`config.mk`:
```
export PLATFORM = sky130hd
export DESIGN_NAME = motor_command_decoder_watchdog_unit
export DESIGN_NICKNAME = d
export VERILOG_FILES = /design/src/rtl/core/mcdw_pkg.sv /design/src/rtl/core/mcdw_config.sv /design/src/rtl/core/mcdw_frame.sv /design/src/rtl/core/mcdw_core.sv /design/src/rtl/core/motor_command_decoder_watchdog_unit.sv
export SDC_FILE = /design/constraint.sdc
export NUM_CORES = 1
export LEC_CHECK = 0
export ABC_AREA = 1
export BUFFER_PORTS_ARGS = -buffer_cell sky130_fd_sc_hd__buf_2
export CAP_MARGIN = 20
export CORE_UTILIZATION = 40
export CTS_BUF_LIST = sky130_fd_sc_hd__clkbuf_4 sky130_fd_sc_hd__clkbuf_8
export DETAILED_ROUTE_END_ITERATION = 10
export SYNTH_ARGS = -nofsm -noshare
export SYNTH_HDL_FRONTEND = slang
export SYNTH_SLANG_ARGS = --single-unit
```
`constraint.sdc`:
```
create_clock -name clk -period 5.2 [get_ports clk]
set_input_delay 0.52 -clock clk [delete_from_list [all_inputs] [get_ports clk]]
set_output_delay 0.52 -clock clk [all_outputs]
set_load 0.1 [all_outputs]
```
`src/rtl/core/mcdw_pkg.sv`:
```
// Shared types and constants of the motor command decoder.
// No dependencies; used by every module of the block.
package mcdw_pkg;

  localparam int DUTY_W      = 16;
  localparam int LIMIT_W     = 8;
  localparam int CFG_INDEX_W = 3;
  localparam int EVENT_W     = 3;

  localparam logic [CFG_INDEX_W-1:0] REG_FORWARD      = 3'd0;
  localparam logic [CFG_INDEX_W-1:0] REG_STOP         = 3'd1;
  localparam logic [CFG_INDEX_W-1:0] REG_REVERSE      = 3'd2;
  localparam logic [CFG_INDEX_W-1:0] REG_HALF_FORWARD = 3'd3;
  localparam logic [CFG_INDEX_W-1:0] REG_HALF_REVERSE = 3'd4;
  localparam logic [CFG_INDEX_W-1:0] REG_LIMIT        = 3'd5;

  localparam logic [DUTY_W-1:0]  RST_FORWARD      = 16'd3999;
  localparam logic [DUTY_W-1:0]  RST_STOP         = 16'd2999;
  localparam logic [DUTY_W-1:0]  RST_REVERSE      = 16'd1999;
  localparam logic [DUTY_W-1:0]  RST_HALF_FORWARD = 16'd3499;
  localparam logic [DUTY_W-1:0]  RST_HALF_REVERSE = 16'd2499;
  localparam logic [LIMIT_W-1:0] RST_LIMIT        = 8'd240;

  localparam logic [EVENT_W-1:0] EV_STORED  = 3'd0;
  localparam logic [EVENT_W-1:0] EV_BUTTONS = 3'd1;
  localparam logic [EVENT_W-1:0] EV_JOY     = 3'd2;
  localparam logic [EVENT_W-1:0] EV_UNKNOWN = 3'd3;
  localparam logic [EVENT_W-1:0] EV_TICK    = 3'd4;
  localparam logic [EVENT_W-1:0] EV_TRIP    = 3'd5;

  localparam logic [7:0] TYPE_BUTTONS = 8'h31;
  localparam logic [7:0] TYPE_JOY     = 8'h32;

  localparam logic [7:0] BTN_CHAIN_REV   = 8'h80;
  localparam logic [7:0] BTN_HEIGHT_HF   = 8'h40;
  localparam logic [7:0] BTN_CHAIN_FWD   = 8'h20;
  localparam logic [7:0] BTN_HEIGHT_HR   = 8'h10;
  localparam logic [7:0] BTN_DEPO_FWD    = 8'h08;
  localparam logic [7:0] BTN_XTILT_HF    = 8'h04;
  localparam logic [7:0] BTN_DEPO_REV    = 8'h02;
  localparam logic [7:0] BTN_XTILT_HR    = 8'h01;
  localparam logic [7:0] BTN_HF_HF       = 8'h60;
  localparam logic [7:0] BTN_HR_HF       = 8'h30;
  localparam logic [7:0] BTN_HF_HR       = 8'hC0;
  localparam logic [7:0] BTN_HR_HR       = 8'h90;

  typedef struct packed {
    logic [DUTY_W-1:0]  forward;
    logic [DUTY_W-1:0]  stop;
    logic [DUTY_W-1:0]  reverse;
    logic [DUTY_W-1:0]  half_forward;
    logic [DUTY_W-1:0]  half_reverse;
    logic [LIMIT_W-1:0] limit;
  } cfg_t;

  typedef struct packed {
    logic       complete;
    logic [7:0] b0;
    logic [7:0] b1;
    logic [7:0] b2;
    logic [7:0] b3;
    logic [7:0] last;
  } frame_t;

endpackage

```
`src/rtl/core/mcdw_config.sv`:
```
// Configuration register file of the motor command decoder.
// Depends on mcdw_pkg for the register indexes and reset values.
module mcdw_config import mcdw_pkg::*; (
  input  logic                   clk,
  input  logic                   rst,
  input  logic                   cfg_write,
  input  logic [CFG_INDEX_W-1:0] cfg_index,
  input  logic [DUTY_W-1:0]      cfg_data,
  output cfg_t                   cfg
);

  always_ff @(posedge clk) begin
    if (rst) begin
      cfg.forward      <= RST_FORWARD;
      cfg.stop         <= RST_STOP;
      cfg.reverse      <= RST_REVERSE;
      cfg.half_forward <= RST_HALF_FORWARD;
      cfg.half_reverse <= RST_HALF_REVERSE;
      cfg.limit        <= RST_LIMIT;
    end else if (cfg_write) begin
      unique case (cfg_index)
        REG_FORWARD:      cfg.forward      <= cfg_data;
        REG_STOP:         cfg.stop         <= cfg_data;
        REG_REVERSE:      cfg.reverse      <= cfg_data;
        REG_HALF_FORWARD: cfg.half_forward <= cfg_data;
        REG_HALF_REVERSE: cfg.half_reverse <= cfg_data;
        REG_LIMIT:        cfg.limit        <= cfg_data[LIMIT_W-1:0];
        default: ;
      endcase
    end
  end

endmodule

```
`src/rtl/core/mcdw_frame.sv`:
```
// Byte collector: counts bytes of a frame and holds its first four bytes.
// Depends on mcdw_pkg for the frame_t type.
module mcdw_frame import mcdw_pkg::*; #(
  parameter int FRAME_LENGTH = 5
) (
  input  logic       clk,
  input  logic       rst,
  input  logic       byte_take,
  input  logic [7:0] rx_byte,
  output frame_t     frame
);

  localparam int POS_W = $clog2(FRAME_LENGTH);

  logic [POS_W-1:0] byte_position;
  logic [POS_W-1:0] byte_position_next;
  logic [7:0]       frame_bytes [4];
  logic             at_end;

  assign at_end = (byte_position == POS_W'(FRAME_LENGTH - 1));

  always_comb begin
    byte_position_next = byte_position;
    if (byte_take) begin
      byte_position_next = at_end ? '0 : byte_position + POS_W'(1);
    end
  end

  always_ff @(posedge clk) begin
    if (rst) begin
      byte_position <= '0;
    end else begin
      byte_position <= byte_position_next;
    end
  end

  always_ff @(posedge clk) begin
    if (byte_take && !at_end && byte_position < POS_W'(4)) begin
      frame_bytes[byte_position[1:0]] <= rx_byte;
    end
  end

  assign frame.complete = at_end;
  assign frame.b0       = frame_bytes[0];
  assign frame.b1       = frame_bytes[1];
  assign frame.b2       = frame_bytes[2];
  assign frame.b3       = frame_bytes[3];
  assign frame.last     = rx_byte;

endmodule

```
`src/rtl/core/mcdw_core.sv`:
```
// Frame decode, duty registers, watchdog and result register.
// Depends on mcdw_pkg for cfg_t, frame_t and the event and button codes.
module mcdw_core import mcdw_pkg::*; (
  input  logic               clk,
  input  logic               rst,
  input  logic               take,
  input  logic               kind,
  input  cfg_t               cfg,
  input  frame_t             frame,
  output logic [DUTY_W-1:0]  drive_left,
  output logic [DUTY_W-1:0]  drive_right,
  output logic [DUTY_W-1:0]  deposit_tilt,
  output logic [DUTY_W-1:0]  excavator_tilt,
  output logic [DUTY_W-1:0]  excavator_chain,
  output logic [DUTY_W-1:0]  excavator_height,
  output logic [EVENT_W-1:0] event_res
);

  logic [DUTY_W-1:0]  left_next, right_next, depo_next, xtilt_next;
  logic [DUTY_W-1:0]  chain_next, height_next;
  logic [EVENT_W-1:0] event_next;
  logic [LIMIT_W-1:0] watchdog_count, watchdog_count_next;

  always_comb begin
    left_next           = drive_left;
    right_next          = drive_right;
    depo_next           = deposit_tilt;
    xtilt_next          = excavator_tilt;
    chain_next          = excavator_chain;
    height_next         = excavator_height;
    watchdog_count_next = watchdog_count;
    event_next          = EV_STORED;
    if (kind) begin
      event_next          = EV_TICK;
      watchdog_count_next = watchdog_count + LIMIT_W'(1);
      if (watchdog_count == cfg.limit) begin
        left_next           = cfg.stop;
        right_next          = cfg.stop;
        depo_next           = cfg.stop;
        xtilt_next          = cfg.stop;
        chain_next          = cfg.stop;
        height_next         = cfg.stop;
        watchdog_count_next = LIMIT_W'(1);
        event_next          = EV_TRIP;
      end
    end else if (frame.complete) begin
      priority if (frame.b0 == TYPE_BUTTONS) begin
        event_next          = EV_BUTTONS;
        watchdog_count_next = '0;
        unique case (frame.b1)
          BTN_CHAIN_REV: chain_next  = cfg.reverse;
          BTN_HEIGHT_HF: height_next = cfg.half_forward;
          BTN_CHAIN_FWD: chain_next  = cfg.forward;
          BTN_HEIGHT_HR: height_next = cfg.half_reverse;
          BTN_DEPO_FWD:  depo_next   = cfg.forward;
          BTN_XTILT_HF:  xtilt_next  = cfg.half_forward;
          BTN_DEPO_REV:  depo_next   = cfg.reverse;
          BTN_XTILT_HR:  xtilt_next  = cfg.half_reverse;
          BTN_HF_HF: begin
            height_next = cfg.half_forward;
            chain_next  = cfg.half_forward;
          end
          BTN_HR_HF: begin
            height_next = cfg.half_reverse;
            chain_next  = cfg.half_forward;
          end
          BTN_HF_HR: begin
            height_next = cfg.half_forward;
            chain_next  = cfg.half_reverse;
          end
          BTN_HR_HR: begin
            height_next = cfg.half_reverse;
            chain_next  = cfg.half_reverse;
          end
          default: begin
            depo_next   = cfg.stop;
            xtilt_next  = cfg.stop;
            chain_next  = cfg.stop;
            height_next = cfg.stop;
          end
        endcase
      end else if (frame.b0 == TYPE_JOY) begin
        event_next          = EV_JOY;
        watchdog_count_next = '0;
        left_next           = {frame.b1, frame.b2};
        right_next          = {frame.b3, frame.last};
      end else begin
        event_next = EV_UNKNOWN;
      end
    end
  end

  always_ff @(posedge clk) begin
    if (rst) begin
      drive_left       <= RST_STOP;
      drive_right      <= RST_STOP;
      deposit_tilt     <= RST_STOP;
      excavator_tilt   <= RST_STOP;
      excavator_chain  <= RST_STOP;
      excavator_height <= RST_STOP;
      watchdog_count   <= '0;
      event_res        <= EV_STORED;
    end else if (take) begin
      drive_left       <= left_next;
      drive_right      <= right_next;
      deposit_tilt     <= depo_next;
      excavator_tilt   <= xtilt_next;
      excavator_chain  <= chain_next;
      excavator_height <= height_next;
      watchdog_count   <= watchdog_count_next;
      event_res        <= event_next;
    end
  end

endmodule

```
`src/rtl/core/motor_command_decoder_watchdog_unit.sv`:
```
// Top level of the motor command decoder with its command watchdog.
// Depends on mcdw_pkg, mcdw_config, mcdw_frame and mcdw_core.
//
// The input channel carries one word per received serial byte (kind low)
// or per watchdog tick (kind high). Bytes are gathered into frames of
// FRAME_LENGTH bytes; the last byte of a frame decodes it at once.
// Every input word gives exactly one output word: all six duty values
// as they stand after that word, and an event code.
// out_valid rises in the cycle after acceptance; a word can be accepted
// in every cycle unless the output stalls; the whole decode sits between
// the input handshake and the duty and event registers.
// The output register holds its word while out_ready is low; in_ready
// then drops, and it is high whenever the register is empty or is being
// emptied in the same cycle.
// Reset loads the register defaults, sets every duty to the stop value,
// clears the watchdog and the frame position, and empties the output.
// Configuration writes take effect on the next cycle and do not alter
// duties already held.
module motor_command_decoder_watchdog_unit import mcdw_pkg::*; #(
  parameter int FRAME_LENGTH = 5
) (
  input  logic                   clk,
  input  logic                   rst,
  input  logic                   cfg_write,
  input  logic [CFG_INDEX_W-1:0] cfg_index,
  input  logic [DUTY_W-1:0]      cfg_data,
  input  logic                   in_valid,
  output logic                   in_ready,
  input  logic                   kind,
  input  logic [7:0]             rx_byte,
  output logic                   out_valid,
  input  logic                   out_ready,
  output logic [DUTY_W-1:0]      drive_left,
  output logic [DUTY_W-1:0]      drive_right,
  output logic [DUTY_W-1:0]      deposit_tilt,
  output logic [DUTY_W-1:0]      excavator_tilt,
  output logic [DUTY_W-1:0]      excavator_chain,
  output logic [DUTY_W-1:0]      excavator_height,
  output logic [EVENT_W-1:0]     event_res
);

  cfg_t   cfg;
  frame_t frame;
  logic   take;

  assign in_ready = !out_valid || out_ready;
  assign take     = in_valid && in_ready;

  always_ff @(posedge clk) begin
    if (rst) begin
      out_valid <= 1'b0;
    end else if (in_ready) begin
      out_valid <= in_valid;
    end
  end

  mcdw_config u_config (
    .clk       (clk),
    .rst       (rst),
    .cfg_write (cfg_write),
    .cfg_index (cfg_index),
    .cfg_data  (cfg_data),
    .cfg       (cfg)
  );

  mcdw_frame #(
    .FRAME_LENGTH (FRAME_LENGTH)
  ) u_frame (
    .clk       (clk),
    .rst       (rst),
    .byte_take (take && !kind),
    .rx_byte   (rx_byte),
    .frame     (frame)
  );

  mcdw_core u_core (
    .clk              (clk),
    .rst              (rst),
    .take             (take),
    .kind             (kind),
    .cfg              (cfg),
    .frame            (frame),
    .drive_left       (drive_left),
    .drive_right      (drive_right),
    .deposit_tilt     (deposit_tilt),
    .excavator_tilt   (excavator_tilt),
    .excavator_chain  (excavator_chain),
    .excavator_height (excavator_height),
    .event_res        (event_res)
  );

endmodule

```
After elaboration in Yosys (flattened, before gate mapping)
Memory sizes are Yosys's and may differ from the RTL's. Index checks and enable logic that the tools add are counted.

Multiplexer cells: 38. Reductions and logical operators: 33. Add/subtract/negate cells: 2. Order comparisons: 1. Equal/unequal tests: 27.

Operators by type and width (count): two-way mux 16 bit (21); one-hot mux 16 bit (3 select lines) (3); one-hot mux 16 bit (5 select lines) (1); two-way mux 8 bit (5); equality test 8 x 6 -> 1 bit (second input constant) (4); AND reduction 5 bit (5); equality test 8 bit (second input constant) (3); OR reduction 10 bit (2); equality test 8 x 7 -> 1 bit (second input constant) (2); two-way mux 3 bit (4); AND reduction 2 bit (6); OR reduction 6 bit (2); inequality test 2 x 1 -> 1 bit (second input constant) (5); equality test 3 bit (second input constant) (3); adder 8 x 1 -> 8 bit (second input constant) (1); equality test 8 x 1 -> 1 bit (second input constant) (1); equality test 8 x 2 -> 1 bit (second input constant) (1); equality test 8 x 3 -> 1 bit (second input constant) (1); equality test 8 x 4 -> 1 bit (second input constant) (1); equality test 8 x 5 -> 1 bit (second input constant) (1); equality test 8 bit (1); equality test 3 x 2 -> 1 bit (second input constant) (2); nonzero test 2 bit (3); OR reduction 3 bit (2); other kinds (12) (21).

Output and inout bits: 101. Input port bits: 33. Memories: 1. Bits in writable memories: 32. Word-level logic and storage cells: 118. Bits in registers: 199.

Memories: u_frame.frame_bytes (words 4, width 8, read ports 4, clocked after Yosys merged registers in 0, wr ports 1, line mcdw_frame.sv:17) `logic [7:0] frame_bytes [4];`.

Logic depth before layout (Yosys ltp)
Word-level depth: 8. Mapped depth: 14. Depth with buffers taken out: 13.

Hierarchy
A second synthesis with hierarchy kept.

Cells, all modules: 1631. Area, all modules: 11267.1 um2.

By module, submodules not included: mcdw_core (instances 1, sequential area each 2142.1 um2, cells an instance 1092, area an instance 6633.9 um2); mcdw_config (instances 1, sequential area each 1761.7 um2, cells an instance 457, area an instance 3330.7 um2); mcdw_frame (instances 1, sequential area each 1021.0 um2, cells an instance 74, area an instance 1247.4 um2); motor_command_decoder_watchdog_unit (instances 1, sequential area each 20.0 um2, cells an instance 8, area an instance 55.1 um2).

Worst setup path after synthesis
No wires, ideal clock.

Path kind: reg-to-reg. Start: register out_valid. End: memory u_frame.frame_bytes[3][0] (enable). Stages on the path, launching flop included: 7. Path buffers: 0. Data arrival time: 2.833 ns. Data required time: 4.826 ns. Setup time: 0.374 ns. Setup slack: 1.994 ns. Path through: dfxtp_1 > nand2_1 > nand2_1 > nor2_1 > inv_1 > or2_2 > nor2_1.

Cells in the longest elaborated chain, start to end: 8.

Ends and longest elaborated chain: start, declared (line motor_command_decoder_watchdog_unit.sv:31) `output logic out_valid,`; start signal, assigned (line motor_command_decoder_watchdog_unit.sv:53) `out_valid <= in_valid;`; zero test 1 bit (line motor_command_decoder_watchdog_unit.sv:46) `assign in_ready = !out_valid || out_ready;`; logical OR 1 bit (line motor_command_decoder_watchdog_unit.sv:46); net in_ready (line motor_command_decoder_watchdog_unit.sv:28) `output logic in_ready,`; logical AND 1 bit (line motor_command_decoder_watchdog_unit.sv:47) `assign take = in_valid && in_ready;`; logical AND 1 bit (line motor_command_decoder_watchdog_unit.sv:71) `.byte_take (take && !kind),`; logical AND 1 bit (2 in series) (line mcdw_frame.sv:38) `if (byte_take && !at_end && byte_position < POS_W'(4)) begin`; two-way mux 1 bit (line mcdw_frame.sv:38); two-way mux 1 bit (not written as such) (line mcdw_frame.sv:39) `frame_bytes[byte_position[1:0]] <= rx_byte;`; end, declared (line mcdw_frame.sv:17).

The timed path passes the listed nets, and every way through them passes these cells.

Final worst setup path
Start: register u_frame.byte_position[0]. End: register u_core.excavator_tilt[15].

Cells in the longest elaborated chain, start to end: 3.

Ends and longest elaborated chain: start, declared (line mcdw_frame.sv:15) `logic [POS_W-1:0] byte_position;`; start signal, assigned (line mcdw_frame.sv:33) `byte_position <= byte_position_next;`; equality test 3 bit (line mcdw_frame.sv:20) `assign at_end = (byte_position == POS_W'(FRAME_LENGTH - 1));`; nonzero test 2 bit (no line); AND reduction 5 bit (no line); end signal, assigned (line mcdw_core.sv:107) `excavator_tilt <= xtilt_next;`; end, declared (line mcdw_core.sv:13) `output logic [DUTY_W-1:0] excavator_tilt,`.

No other way between the ends. A chain may end at the register's enable or synchronous reset.

==> results.yml <==
outcome:
  run_status: "complete, but fails checks"
  failing_checks: "design-rule violations"
synthesis:
  synth_seq_cells: 231
  post-synth-top-area-cell: "sky130_fd_sc_hd__dfxtp_1"
  number_of_enable_flip_flop_cells_after_synthesis: 32
  yosysWarnings: 0
  synth.net_count: 1540
  syn-instance-count: 1502
  synthDominantCellAreaShare_pct: 37.2
  seq_area_frac_synth_pct: 46.2
  netlist_top_cells_area: "sky130_fd_sc_hd__dfxtp_1 37%, sky130_fd_sc_hd__nand2_1 16%, sky130_fd_sc_hd__edfxtp_1 9.0%"
  post_synth_instance_area_sq_mm: 0.0107
  avgSynthCellArea_sq_um: 7.13
  fraction_of_synthesis_flops_using_an_asynchronous_set_or_reset_pin_pct: 0
  ys_types: 36
  top_ff_cell_synth: "sky130_fd_sc_hd__dfxtp_1"
global_routing:
  grt.met2_usage_pct: 37.3
  globalRouteMet3Util_pct: 4.37
  grt_use_total_pct: 24.7
  grt_pass1_vias: 9280
  pin_count_of_the_biggest_net_entering_global_routing: 78
  grt-busiest-layer: "met2"
  global_route_wire_length_before_repair_microns: 52200
  antenna_found_initial: 0
  grtUsageMet1_pct: 35.4
  grt-ovfl-total: 0
sta:
  timing.max_slew.rel_slack_pct: 29.8
  final_hold_slack_ns: 0.225
  max_clock_freq_mhz: 332
  maxSlewViolCount: 0
  final-setup-viol-count: 0
  worstMarginPinSlew_ns: 1.05
  report.final.hold_viol_count: 0
  layout_min_cycle_time_ns: 3.01
  final.setup_skew_ns: 0.0292
  final.period_utilization_pct: 57.9
  fin_setup_tns_ns: 0
  rsz0062_at_grt: "no"
critical_path:
  startpoint_types: "flop"
  critical_path.endpoint: "u_core.excavator_tilt[15]"
  cp-startpoint: "u_frame.byte_position[0]"
  worstPathRequired_ns: 5.62
  cp-end-kind: "flop"
  crit_fanout: 23
  ff2ff_setup_slack_ns: 2.19
  timing.reg2reg.worst_path_depth: 9
  timing_worst_setup_path_type: "flop to flop"
  worst_ep_arrival_time_ns: 3.43
  worst_r2r_endpoint: "u_core.excavator_tilt[15]"
  r2r_startpoint: "u_frame.byte_position[0]"
clock_network:
  cts.reportedPaths.clkPinSlew_ns: 0.06
  cts.repair.resized: 0
  cts_hold_buffers: 0
  cts.sink_count: 231
  cts_buffer_depth: 3
  post_cts_buffers: 0
  numCtsBuffers: 41
  clock_insertion_delay_worst_skew_ns: 0.56
  cts_root_buffer: "sky130_fd_sc_hd__clkbuf_8"
  tritoncts: "done"
  cts_max_level: 2
die:
  chipWidth_microns: 166
  initial_core_util_pct: 41.0
  design.die.area_sq_mm: 0.0274
  die_h_microns: 166
  boundaryPins: 134
  rows: 59
  floorplan_core_area_sq_mm: 0.0261
layout:
  final_layout_size_suffix_gt1_share_pct: 15.6
  design_area_sq_mm: 0.0123
  finish.net_count: 1654
  layout.filler_cells: 2714
  num_antenna_cells: 0
  syn2layout_area_growth_pct: 15.1
power_and_ir_drop:
  post-layout-total-power_mw: 4.05
  cellLeakagePower_nw: 5.63
  power_per_cell_area_mw_per_mm2: 328
  worst_case_vdd_ir_drop_v: 0.000242
place:
  finalWeightedCongestion: 0.900
  dp_hpwl_microns: 23200
  placement.io_buffers: 133
  area_post_placement_sq_mm: 0.0115
detailed_routing:
  remaining_drc_errors: 12
  via_per_inst: 5.13
  dr.pass1.iters: 8
  vias: 10154
  drc_violation_total_after_the_first_tritonroute_iteration: 866
  drt-wirelength-per-cell_microns: 16.8
  detail-route-antenna-nets: 0
  routed_wl_microns: 33200
run:
  drv.max_cap_violation_count: 0
hold_path:
  min-delay-path-class: "input port to flop"
==> worst max-delay path, cell delays in order (launching register included) <==
cell                      delay, ns
sky130_fd_sc_hd__dfxtp_1       0.33
sky130_fd_sc_hd__inv_1         0.12
sky130_fd_sc_hd__ha_1          0.22
sky130_fd_sc_hd__nand2_1       0.10
sky130_fd_sc_hd__a21oi_2       0.23
sky130_fd_sc_hd__nand3_1       0.75
sky130_fd_sc_hd__inv_2         0.48
sky130_fd_sc_hd__nand2_2       0.37
sky130_fd_sc_hd__nor2_1        0.22
sky130_fd_sc_hd__nor2_1        0.07
==> area by class of cell <==
type                    count  area (sq um)  area share (%)
clock buffers              59           749            6.08
inverters                 125           477            3.87
well taps                 335           419            3.40
flip-flops and latches    231          4940            40.1
repair buffers            141           726            5.89
multi-input cells        1076          4950            40.2
clock inverters            11          55.1           0.447
==> metal layers <==
metal	vias up	wire, microns
li1	5107	-
met1	4631	15700
met2	365	14400
met3	51	2420
met4	0	748
met5	-	0
==> cells by family (layout without fill, tap and decap cells) <==
logic type	Yosys count	count (layout)	share of synthesized area, %
XOR/XNOR	5	5	0.409
adder cells (fa/ha/maj)	5	5	0.584
AO/OA/AOI/OAI	283	283	14.6
buffers and inverters	195	336	7.57
flip-flops	231	231	46.2
AND/OR/NAND/NOR	783	783	30.6
==> worst min path at each step <==
stage / from / endpoint / depth (start not counted)
detailed placement: u_core.deposit_tilt[4] / u_core.deposit_tilt[4] / 2
global route: rx_byte[6] / u_frame.frame_bytes[0][6] / 1
global placement: u_core.deposit_tilt[0] / u_core.deposit_tilt[0] / 2
finish: rx_byte[6] / u_frame.frame_bytes[2][6] / 1
CTS: rx_byte[6] / u_frame.frame_bytes[2][6] / 1
floorplan: u_config.cfg[52] / u_config.cfg[52] / 2
==> cells in the mapped netlist (3+ instances only) <==
cell / number
sky130_fd_sc_hd__buf_4: 5
sky130_fd_sc_hd__buf_1: 7
sky130_fd_sc_hd__nor2_4: 3
sky130_fd_sc_hd__nand3_1: 109
sky130_fd_sc_hd__ha_1: 5
sky130_fd_sc_hd__buf_6: 6
sky130_fd_sc_hd__inv_1: 110
sky130_fd_sc_hd__nor2_1: 164
sky130_fd_sc_hd__o21ai_1: 5
sky130_fd_sc_hd__inv_2: 11
sky130_fd_sc_hd__nor2_2: 7
sky130_fd_sc_hd__nor2_8: 4
sky130_fd_sc_hd__xnor2_1: 5
sky130_fd_sc_hd__nand2_2: 11
sky130_fd_sc_hd__dfxtp_1: 199
sky130_fd_sc_hd__nand4_1: 4
sky130_fd_sc_hd__nor3_1: 4
sky130_fd_sc_hd__buf_2: 8
sky130_fd_sc_hd__clkbuf_1: 44
sky130_fd_sc_hd__o211ai_1: 37
sky130_fd_sc_hd__o21ai_0: 152
sky130_fd_sc_hd__a21oi_1: 61
sky130_fd_sc_hd__nand2_1: 469
sky130_fd_sc_hd__edfxtp_1: 32
sky130_fd_sc_hd__o22ai_1: 22
==> where the power goes <==
| group | internal (mW) | switching [mW] |
|---|---|---|
| clock | 0.925 | 0.759 |
| combinational | 0.0845 | 0.378 |
| sequential | 1.87 | 0.0327 |
| total | 2.88 | 1.17 |
==> state kept, by name, indices dropped and copies added (netlist names) <==
name / count
out_valid: 1
u_core.excavator_chain: 16
u_core.drive_right: 16
u_core.drive_left: 16
u_core.deposit_tilt: 16
u_core.excavator_height: 16
u_core.event_res: 3
u_core.excavator_tilt: 16
u_frame.byte_position: 3
u_frame.frame_bytes: 32
u_core.watchdog_count: 8
u_config.cfg: 88
==> cells in the final DEF, fill, tap and decap left out, types with 8 or more instances in the layout <==
cell type                    n
sky130_fd_sc_hd__nor2_1    164
sky130_fd_sc_hd__buf_2     133
sky130_fd_sc_hd__buf_4       8
sky130_fd_sc_hd__o211ai_1   37
sky130_fd_sc_hd__dfxtp_1   199
sky130_fd_sc_hd__nand2_1   469
sky130_fd_sc_hd__nand2_2    11
sky130_fd_sc_hd__inv_1     110
sky130_fd_sc_hd__edfxtp_1   32
sky130_fd_sc_hd__a21oi_1    61
sky130_fd_sc_hd__nand3_1   109
sky130_fd_sc_hd__o21ai_0   152
sky130_fd_sc_hd__o22ai_1    22
sky130_fd_sc_hd__inv_2      11
sky130_fd_sc_hd__clkbuf_8   49
sky130_fd_sc_hd__clkbuf_4   10
==> through the flow <==
step	setup slack [ns]	utilization, %	instances
global placement	1.95	44.1	1908
global route	1.93	47.1	1978
CTS	2.17	47.1	1978
detailed placement	1.78	44.1	1908
floorplan	1.99	-	1502
finish	2.19	47.1	1978
Note: power is estimated with default switching activity, not from simulation.
